==> src/eti_pkg.sv <==
`timescale 1ns / 1ps
// ----------------------------------------------------------------------------
// eti_pkg: shared types and constants of the escape-time fractal iterator
// Payload structs, register indexes, controller states and datapath commands.
// ----------------------------------------------------------------------------
package eti_pkg;

  localparam int COORD_W   = 10;
  localparam int COUNT_W   = 16;
  localparam int DATA_W    = 32;
  localparam int PROD_W    = 2 * DATA_W;
  localparam int CFG_IDX_W = 3;
  localparam int ESC_RADIUS_SQ = 16;

  typedef struct packed {
    logic [COORD_W-1:0] pixel_x;
    logic [COORD_W-1:0] pixel_y;
  } pixel_t;

  typedef struct packed {
    logic [COORD_W-1:0] out_x;
    logic [COORD_W-1:0] out_y;
    logic [COUNT_W-1:0] iteration_count;
    logic               inside_set;
  } result_t;

  typedef enum logic [CFG_IDX_W-1:0] {
    REG_RE_START        = 3'd0,
    REG_RE_STEP         = 3'd1,
    REG_IM_START        = 3'd2,
    REG_IM_STEP         = 3'd3,
    REG_JULIA_RE        = 3'd4,
    REG_JULIA_IM        = 3'd5,
    REG_MAX_ITER        = 3'd6,
    REG_MANDELBROT_MODE = 3'd7
  } cfg_reg_t;

  typedef enum logic [2:0] {
    ST_IDLE,
    ST_MAP_X,
    ST_MAP_Y,
    ST_LOAD,
    ST_TEST,
    ST_MUL_BB,
    ST_MUL_AB,
    ST_UPDATE
  } ctrl_state_t;

  typedef enum logic [3:0] {
    DP_NOP,
    DP_CAPTURE,
    DP_MAP_X,
    DP_MAP_Y,
    DP_LOAD,
    DP_MUL_AA,
    DP_MUL_BB,
    DP_MUL_AB,
    DP_UPDATE
  } dp_op_t;

  typedef struct packed {
    dp_op_t op;
    logic   finish;
  } dp_cmd_t;

  typedef struct packed {
    logic limit_hit;
    logic escaped;
  } dp_status_t;

  function automatic logic signed [DATA_W-1:0] sat32(input logic signed [PROD_W-1:0] v);
    logic signed [DATA_W-1:0] r;
    if (v > 64'sh0000_0000_7FFF_FFFF) begin
      r = 32'sh7FFF_FFFF;
    end else if (v < -64'sh0000_0000_8000_0000) begin
      r = 32'sh8000_0000;
    end else begin
      r = $signed(v[DATA_W-1:0]);
    end
    return r;
  endfunction

endpackage

==> src/eti_ctrl.sv <==
`timescale 1ns / 1ps
// ----------------------------------------------------------------------------
// eti_ctrl: iteration sequencer
// Steps the datapath through mapping, squaring and update, and pulses done.
// ----------------------------------------------------------------------------
module eti_ctrl (
  input  logic                clk,
  input  logic                rst,
  input  logic                start,
  output logic                busy,
  output logic                done,
  input  eti_pkg::dp_status_t status,
  output eti_pkg::dp_cmd_t    cmd
);
  import eti_pkg::*;

  ctrl_state_t state, state_next;
  logic        done_next;

  always_ff @(posedge clk) begin
    if (rst) begin
      state <= ST_IDLE;
      done  <= 1'b0;
    end else begin
      state <= state_next;
      done  <= done_next;
    end
  end

  always_comb begin
    state_next = state;
    cmd.op     = DP_NOP;
    cmd.finish = 1'b0;
    unique case (state)
      ST_IDLE: begin
        if (start) begin
          cmd.op     = DP_CAPTURE;
          state_next = ST_MAP_X;
        end
      end
      ST_MAP_X: begin
        cmd.op     = DP_MAP_X;
        state_next = ST_MAP_Y;
      end
      ST_MAP_Y: begin
        cmd.op     = DP_MAP_Y;
        state_next = ST_LOAD;
      end
      ST_LOAD: begin
        cmd.op     = DP_LOAD;
        state_next = ST_TEST;
      end
      ST_TEST: begin
        // limit first: no escape test once the count has reached max_iter
        if (status.limit_hit) begin
          cmd.finish = 1'b1;
          state_next = ST_IDLE;
        end else begin
          cmd.op     = DP_MUL_AA;
          state_next = ST_MUL_BB;
        end
      end
      ST_MUL_BB: begin
        cmd.op     = DP_MUL_BB;
        state_next = ST_MUL_AB;
      end
      ST_MUL_AB: begin
        cmd.op     = DP_MUL_AB;
        state_next = ST_UPDATE;
      end
      ST_UPDATE: begin
        if (status.escaped) begin
          cmd.finish = 1'b1;
          state_next = ST_IDLE;
        end else begin
          cmd.op     = DP_UPDATE;
          state_next = ST_TEST;
        end
      end
      default: begin
        state_next = ST_IDLE;
      end
    endcase
  end

  assign done_next = cmd.finish;
  assign busy      = (state != ST_IDLE);

  a_accept_starts: assert property (@(posedge clk) disable iff (rst)
    (start && !busy) |=> (state == ST_MAP_X))
    else $error("accepted transfer did not start mapping");

  a_done_single: assert property (@(posedge clk) disable iff (rst)
    done |=> !done)
    else $error("done held for more than one cycle");

  a_busy_falls_with_done: assert property (@(posedge clk) disable iff (rst)
    $fell(busy) |-> done)
    else $error("sequencer went idle without a result");

  a_no_update_past_limit: assert property (@(posedge clk) disable iff (rst)
    (cmd.op == DP_MUL_AA) |-> !status.limit_hit)
    else $error("iteration started at the limit");

endmodule

==> src/eti_dp.sv <==
`timescale 1ns / 1ps
// ----------------------------------------------------------------------------
// eti_dp: fixed-point datapath
// Configuration registers, one shared 32x32 multiplier and the z update.
// ----------------------------------------------------------------------------
module eti_dp #(
  parameter int FRAC_BITS = 26
) (
  input  logic                            clk,
  input  logic                            rst,
  input  logic                            cfg_write,
  input  logic [eti_pkg::CFG_IDX_W-1:0]   cfg_index,
  input  logic [eti_pkg::DATA_W-1:0]      cfg_data,
  input  eti_pkg::pixel_t                 pixel,
  input  eti_pkg::dp_cmd_t                cmd,
  output eti_pkg::dp_status_t             status,
  output eti_pkg::result_t                result
);
  import eti_pkg::*;

  localparam logic [PROD_W-1:0] ESC_HI = PROD_W'(ESC_RADIUS_SQ) << FRAC_BITS;

  logic signed [DATA_W-1:0]  re_start, re_step, im_start, im_step;
  logic signed [DATA_W-1:0]  julia_re, julia_im;
  logic [COUNT_W-1:0]        max_iter;
  logic                      mandelbrot_mode;

  pixel_t                    pix;
  logic signed [DATA_W-1:0]  za, zb, c_re, c_im;
  logic signed [PROD_W-1:0]  p0, p1, p2, diff;
  logic [PROD_W-1:0]         sum;
  logic [COUNT_W-1:0]        count;

  logic signed [DATA_W-1:0]  mul_a, mul_b;
  logic signed [PROD_W-1:0]  prod;
  logic signed [DATA_W-1:0]  start_re, start_im;
  logic [PROD_W-1:0]         sum_hi;

  always_ff @(posedge clk) begin
    if (rst) begin
      re_start        <= -(DATA_W'(1) <<< FRAC_BITS);
      re_step         <= 32'sd131072;
      im_start        <= -(DATA_W'(1) <<< FRAC_BITS);
      im_step         <= 32'sd131072;
      julia_re        <= '0;
      julia_im        <= '0;
      max_iter        <= 16'd64;
      mandelbrot_mode <= 1'b1;
    end else if (cfg_write) begin
      unique case (cfg_reg_t'(cfg_index))
        REG_RE_START:        re_start        <= $signed(cfg_data);
        REG_RE_STEP:         re_step         <= $signed(cfg_data);
        REG_IM_START:        im_start        <= $signed(cfg_data);
        REG_IM_STEP:         im_step         <= $signed(cfg_data);
        REG_JULIA_RE:        julia_re        <= $signed(cfg_data);
        REG_JULIA_IM:        julia_im        <= $signed(cfg_data);
        REG_MAX_ITER:        max_iter        <= cfg_data[COUNT_W-1:0];
        REG_MANDELBROT_MODE: mandelbrot_mode <= cfg_data[0];
        default: ;
      endcase
    end
  end

  // shared multiplier operand select
  always_comb begin
    mul_a = za;
    mul_b = zb;
    case (cmd.op)
      DP_MAP_X: begin
        mul_a = $signed({{(DATA_W-COORD_W){1'b0}}, pix.pixel_x});
        mul_b = re_step;
      end
      DP_MAP_Y: begin
        mul_a = $signed({{(DATA_W-COORD_W){1'b0}}, pix.pixel_y});
        mul_b = im_step;
      end
      DP_MUL_AA: begin
        mul_a = za;
        mul_b = za;
      end
      DP_MUL_BB: begin
        mul_a = zb;
        mul_b = zb;
      end
      default: begin
        mul_a = za;
        mul_b = zb;
      end
    endcase
  end

  assign prod     = mul_a * mul_b;
  assign start_re = sat32(PROD_W'(re_start) + p0);
  assign start_im = sat32(PROD_W'(im_start) + p1);

  always_ff @(posedge clk) begin
    case (cmd.op) inside
      DP_CAPTURE: pix <= pixel;
      DP_MAP_X, DP_MUL_AA: p0 <= prod;
      DP_MAP_Y, DP_MUL_BB: p1 <= prod;
      DP_MUL_AB: begin
        p2   <= prod;
        sum  <= unsigned'(p0) + unsigned'(p1);
        diff <= p0 - p1;
      end
      DP_LOAD: begin
        za   <= start_re;
        zb   <= start_im;
        c_re <= mandelbrot_mode ? start_re : julia_re;
        c_im <= mandelbrot_mode ? start_im : julia_im;
      end
      DP_UPDATE: begin
        za <= sat32((diff >>> FRAC_BITS) + PROD_W'(c_re));
        zb <= sat32((p2 >>> (FRAC_BITS - 1)) + PROD_W'(c_im));
      end
      default: ;
    endcase
  end

  always_ff @(posedge clk) begin
    if (rst) begin
      count <= '0;
    end else if (cmd.op == DP_CAPTURE) begin
      count <= '0;
    end else if (cmd.op == DP_UPDATE) begin
      count <= count + COUNT_W'(1);
    end
  end

  // strictly greater than 16 in squared magnitude
  assign sum_hi           = sum >> FRAC_BITS;
  assign status.escaped   = (sum_hi > ESC_HI) ||
                            ((sum_hi == ESC_HI) && (sum[FRAC_BITS-1:0] != '0));
  assign status.limit_hit = (count == max_iter);

  always_ff @(posedge clk) begin
    if (cmd.finish) begin
      result.out_x           <= pix.pixel_x;
      result.out_y           <= pix.pixel_y;
      result.iteration_count <= count;
      result.inside_set      <= status.limit_hit;
    end
  end

endmodule

==> src/escape_time_fractal_iterator.sv <==
`timescale 1ns / 1ps
// ----------------------------------------------------------------------------
// escape_time_fractal_iterator: Mandelbrot / Julia escape-time iteration
// Maps a pixel to a Q6.26 start point and iterates z = z^2 + c to escape or the limit.
// ----------------------------------------------------------------------------
// channel  | signals                             | transfer when
// ---------+-------------------------------------+------------------------
// pixel in | start, busy, pixel                  | start && !busy
// result   | done, result                        | done (one cycle)
// config   | cfg_write, cfg_index, cfg_data      | cfg_write
//
// One pixel is in flight at a time; busy stays high until its result.
// Each update runs a*a, b*b and a*b in turn through the shared 32x32
// multiplier, then adds and saturates.
// Reset is synchronous and restores the default view. The result is shown
// for the single cycle of done and busy is already low in that cycle.
// ----------------------------------------------------------------------------
module escape_time_fractal_iterator #(
  parameter int FRAC_BITS = 26
) (
  input  logic                          clk,
  input  logic                          rst,
  input  logic                          start,
  output logic                          busy,
  input  eti_pkg::pixel_t               pixel,
  output logic                          done,
  output eti_pkg::result_t              result,
  input  logic                          cfg_write,
  input  logic [eti_pkg::CFG_IDX_W-1:0] cfg_index,
  input  logic [eti_pkg::DATA_W-1:0]    cfg_data
);
  import eti_pkg::*;

  dp_cmd_t    cmd;
  dp_status_t status;

  eti_ctrl u_ctrl (
    .clk    (clk),
    .rst    (rst),
    .start  (start),
    .busy   (busy),
    .done   (done),
    .status (status),
    .cmd    (cmd)
  );

  eti_dp #(
    .FRAC_BITS (FRAC_BITS)
  ) u_dp (
    .clk       (clk),
    .rst       (rst),
    .cfg_write (cfg_write),
    .cfg_index (cfg_index),
    .cfg_data  (cfg_data),
    .pixel     (pixel),
    .cmd       (cmd),
    .status    (status),
    .result    (result)
  );

endmodule

==> config.mk <==
export PLATFORM = sky130hd
export DESIGN_NAME = escape_time_fractal_iterator
export DESIGN_NICKNAME = d
export VERILOG_FILES = /design/src/eti_pkg.sv /design/src/eti_ctrl.sv /design/src/eti_dp.sv /design/src/escape_time_fractal_iterator.sv
export SDC_FILE = /design/constraint.sdc
export NUM_CORES = 2
export LEC_CHECK = 0
export ABC_AREA = 1
export BUFFER_PORTS_ARGS = -buffer_cell sky130_fd_sc_hd__clkbuf_2
export CORE_AREA = 2 2 418 420
export CTS_CLUSTER_SIZE = 25
export DETAILED_ROUTE_END_ITERATION = 12
export DIE_AREA = 0 0 420 422
export PLACE_DENSITY = 0.76
export SYNTH_ARGS = -nofsm -noshare
export SYNTH_HDL_FRONTEND = slang
export SYNTH_SLANG_ARGS = --single-unit
==> constraint.sdc <==
create_clock -name clk -period 10.8 [get_ports clk]
set_clock_uncertainty 0.1 [all_clocks]
set_input_delay 1.08 -clock clk [delete_from_list [all_inputs] [get_ports clk]]
set_output_delay 1.08 -clock clk [all_outputs]
set_load 0.02 [all_outputs]
==> results_dict.tcl <==
set metrics [dict create \
    grt_overflow 0 \
    fmax_mhz 93.8 \
    layout.nets 14000 \
    antenna_found_initial 45 \
    preCtsSetupSlack_ns -0.665 \
    ant_nets 0 \
    coreArea_um2 173000 \
    area_growth_pct 12.6 \
    start_util 0.506 \
    cp_max_fo 15 \
    setup_ws_ns 0.141 \
    cts_root_buf "clkbuf_16" \
    hold_viol 0 \
    slew_viol_final 0 \
    yosysSeqAreaShare 0.208 \
    worstSetupStartpointType "register" \
    synth_area_um2 87500 \
    num-fill-cells 16400 \
    async_flop_share 0 \
    hold_class "reg -> reg" \
    fp.dieArea_um2 177000 \
    fin_crit_ns 10.66 \
    max_stage_delay_ns 0.58 \
    cts_tree "done" \
    grt_usage 0.408 \
    drv_cap 0 \
    clock_latency_ns 0.75 \
    worstSetupPathType "reg -> reg" \
    dp_hpwl_mm 309 \
    cts.sinks 683 \
    crit_path_frequent_cell "buf_4" \
    arrival_ns 11.01 \
    rsz0062_at_grt "true" \
    critPathTopFamily "adder cells" \
    cts_buffers 78 \
    drtIter0Drc 9273 \
    dr.pass1.iters 6 \
    ioPinCount 98 \
    crit_slowest_cell "fa_1" \
    layout_commonest_cell "nand2_1" \
    finalSetupViolCount 0 \
    post-route-period-util 0.987 \
    drc_errors 0 \
    grt_max_degree 142 \
    vias_per_cell 5.61 \
    die_y_um 422 \
    syn_inst 11800 \
    gp_congestion 1.14 \
    grt_pass1_wl_mm 528 \
    yosysUniqueCellTypes 61 \
    tightest_slew_ns 1.30 \
    mostFrequentLayoutCells "3,207 x nand2_1, 2,268 x inv_1, 1,557 x nor2_1" \
    cp_num_buf_inv 14 \
    post_drt_wl_per_cell_um 24.5 \
    outcome "finished clean" \
    routed_wl_mm 363 \
    worst_ep_required_time_ns 11.15 \
    clockBufferDepth 3 \
    synth-edff-count 454 \
    clkTransAtPathRegs_ns 0.07 \
    endpoint_kind "register" \
    placementRows 153 \
    yosys_warnings 0 \
    ys_ff_latch 683 \
    cts_hold_buf 0 \
    synth_area_per_cell_um2 7.39 \
    vias 82900 \
    port_buffers 97 \
    slew_headroom 0.129 \
    h-tree-depth 3 \
    ys.flop_type "edfxtp_1" \
    die_w_um 420 \
    drive_gt1_frac 0.0890 \
    synthesis.nets 13500 \
    grt_pass1_vias 81100 \
]
## synth_stat cells, types with 5 or more instances
master / instances / area, µm²
buf_1: 8 / 30.0
a211oi_1: 6 / 45.0
fa_1: 1087 / 21800
o21ai_0: 431 / 2160
nor2_4: 11 / 124
o211ai_1: 16 / 120
nor4_1: 45 / 282
o21a_1: 28 / 210
o21bai_1: 33 / 248
xor2_1: 256 / 2240
nor3b_1: 5 / 37.5
buf_6: 7 / 78.8
buf_2: 152 / 761
inv_1: 2277 / 8550
nand3b_1: 9 / 67.6
nand3_1: 305 / 1530
and2_1: 10 / 62.6
or2_2: 8 / 50.1
clkbuf_1: 148 / 556
and3_1: 14 / 87.6
inv_2: 51 / 191
edfxtp_1: 454 / 13600
xnor2_1: 70 / 613
a21oi_4: 5 / 81.3
nand2_2: 5 / 31.3
a21o_1: 23 / 173
dfxtp_1: 229 / 4580
o21ai_1: 10 / 50.1
ha_1: 518 / 6480
nand4_1: 79 / 494
buf_4: 12 / 90.1
nor3_1: 72 / 360
a21oi_1: 505 / 2530
a21boi_0: 18 / 135
nor2_1: 1575 / 5910
a31oi_1: 69 / 432
o21ai_2: 25 / 219
nand2_1: 3212 / 12100
## cells by family (layout without fill, tap and decap cells)
group                      Yosys count  in the layout  synth area share
and+or+nand+nor                   5365           5365             0.243
buffers and inverters             2662           3257             0.118
adders and majority gates         1605           1605             0.323
AOI/OAI and AO/OA                 1195           1195            0.0761
DFF                                683            683             0.208
xor gates and xnor gates           326            326            0.0326
muxes                                1              1          0.000114
other                                0             19                 0
## sequential cells by signal, indices dropped and copies added (netlist names), 3 cells and up
name and flops:
u_dp.p0 64, u_dp.result 37, u_dp.c_re 32, u_dp.pix 20, u_dp.p1 64, u_dp.diff 38
u_dp.julia_im 32, u_dp.sum 64, u_dp.julia_re 32, u_dp.za 32, u_ctrl.state 3, u_dp.count 16
u_dp.im_step 32, u_dp.max_iter 16, u_dp.re_step 32, u_dp.im_start 32, u_dp.re_start 32, u_dp.zb 32
u_dp.p2 39, u_dp.c_im 32
## worst paths after layout
check	start	end	slack (ns)	cells past startpoint
hold reg to reg	u_dp.im_start[26]	u_dp.im_start[26]	0.37	2
hold / removal	u_dp.im_start[26]	u_dp.im_start[26]	0.37	2
setup reg to reg	u_dp.sum[23]	u_dp.p0[52]	0.14	43
setup / recovery	u_dp.sum[23]	u_dp.p0[52]	0.14	43
## layout make-up
cell class	count	area [µm²]	area share
well taps	2325	2910	0.0295
diodes	19	47.5	0.000482
repair buffers	779	6510	0.0660
clock buffers	99	2060	0.0209
inverters	2333	8770	0.0890
multi-input cells	8492	59400	0.603
flip-flops and latches	683	18200	0.185
clock inverters	46	642	0.00651
## tightest hold or removal path, cell delays in order, from the launching register on
cell and delay [ns]:
dfxtp_1 0.34, nand2_1 0.05, nand3_1 0.05
## routing by layer
metal  vias to the layer above  GRT usage  wire length (µm)
met2                      4535      0.587            152000
met3                       833      0.126             44500
met1                     40400      0.555            145000
met5                         -    0.00519               230
li1                      37100          -                 -
met4                        18      0.198             20900
## metrics by stage
step / hold slack [ns] / instance area [µm²] / TNS [ns] / utilization / cells
floorplan: 0.303 / 87500 / 0 / - / 11800
CTS: 0.367 / 98000 / 0 / 0.567 / 14700
detailed placement: 0.350 / 95300 / -11.51 / 0.551 / 14600
global route: 0.397 / 98500 / -0.400 / 0.570 / 14800
global placement: 0.342 / 95300 / -11.13 / 0.551 / 14600
finish: 0.369 / 98600 / 0 / 0.570 / 14800
## timing repair
item,CTS,global route
gates cloned,0,1
buffers inserted,2,15
endpoints found under the setup margin,51,74
pin swaps,1,17
gates resized for setup,11,78
Power is left out: the tool's default activity adds up to more than one toggle a clock period on the data nets, which glitch-free logic cannot reach.
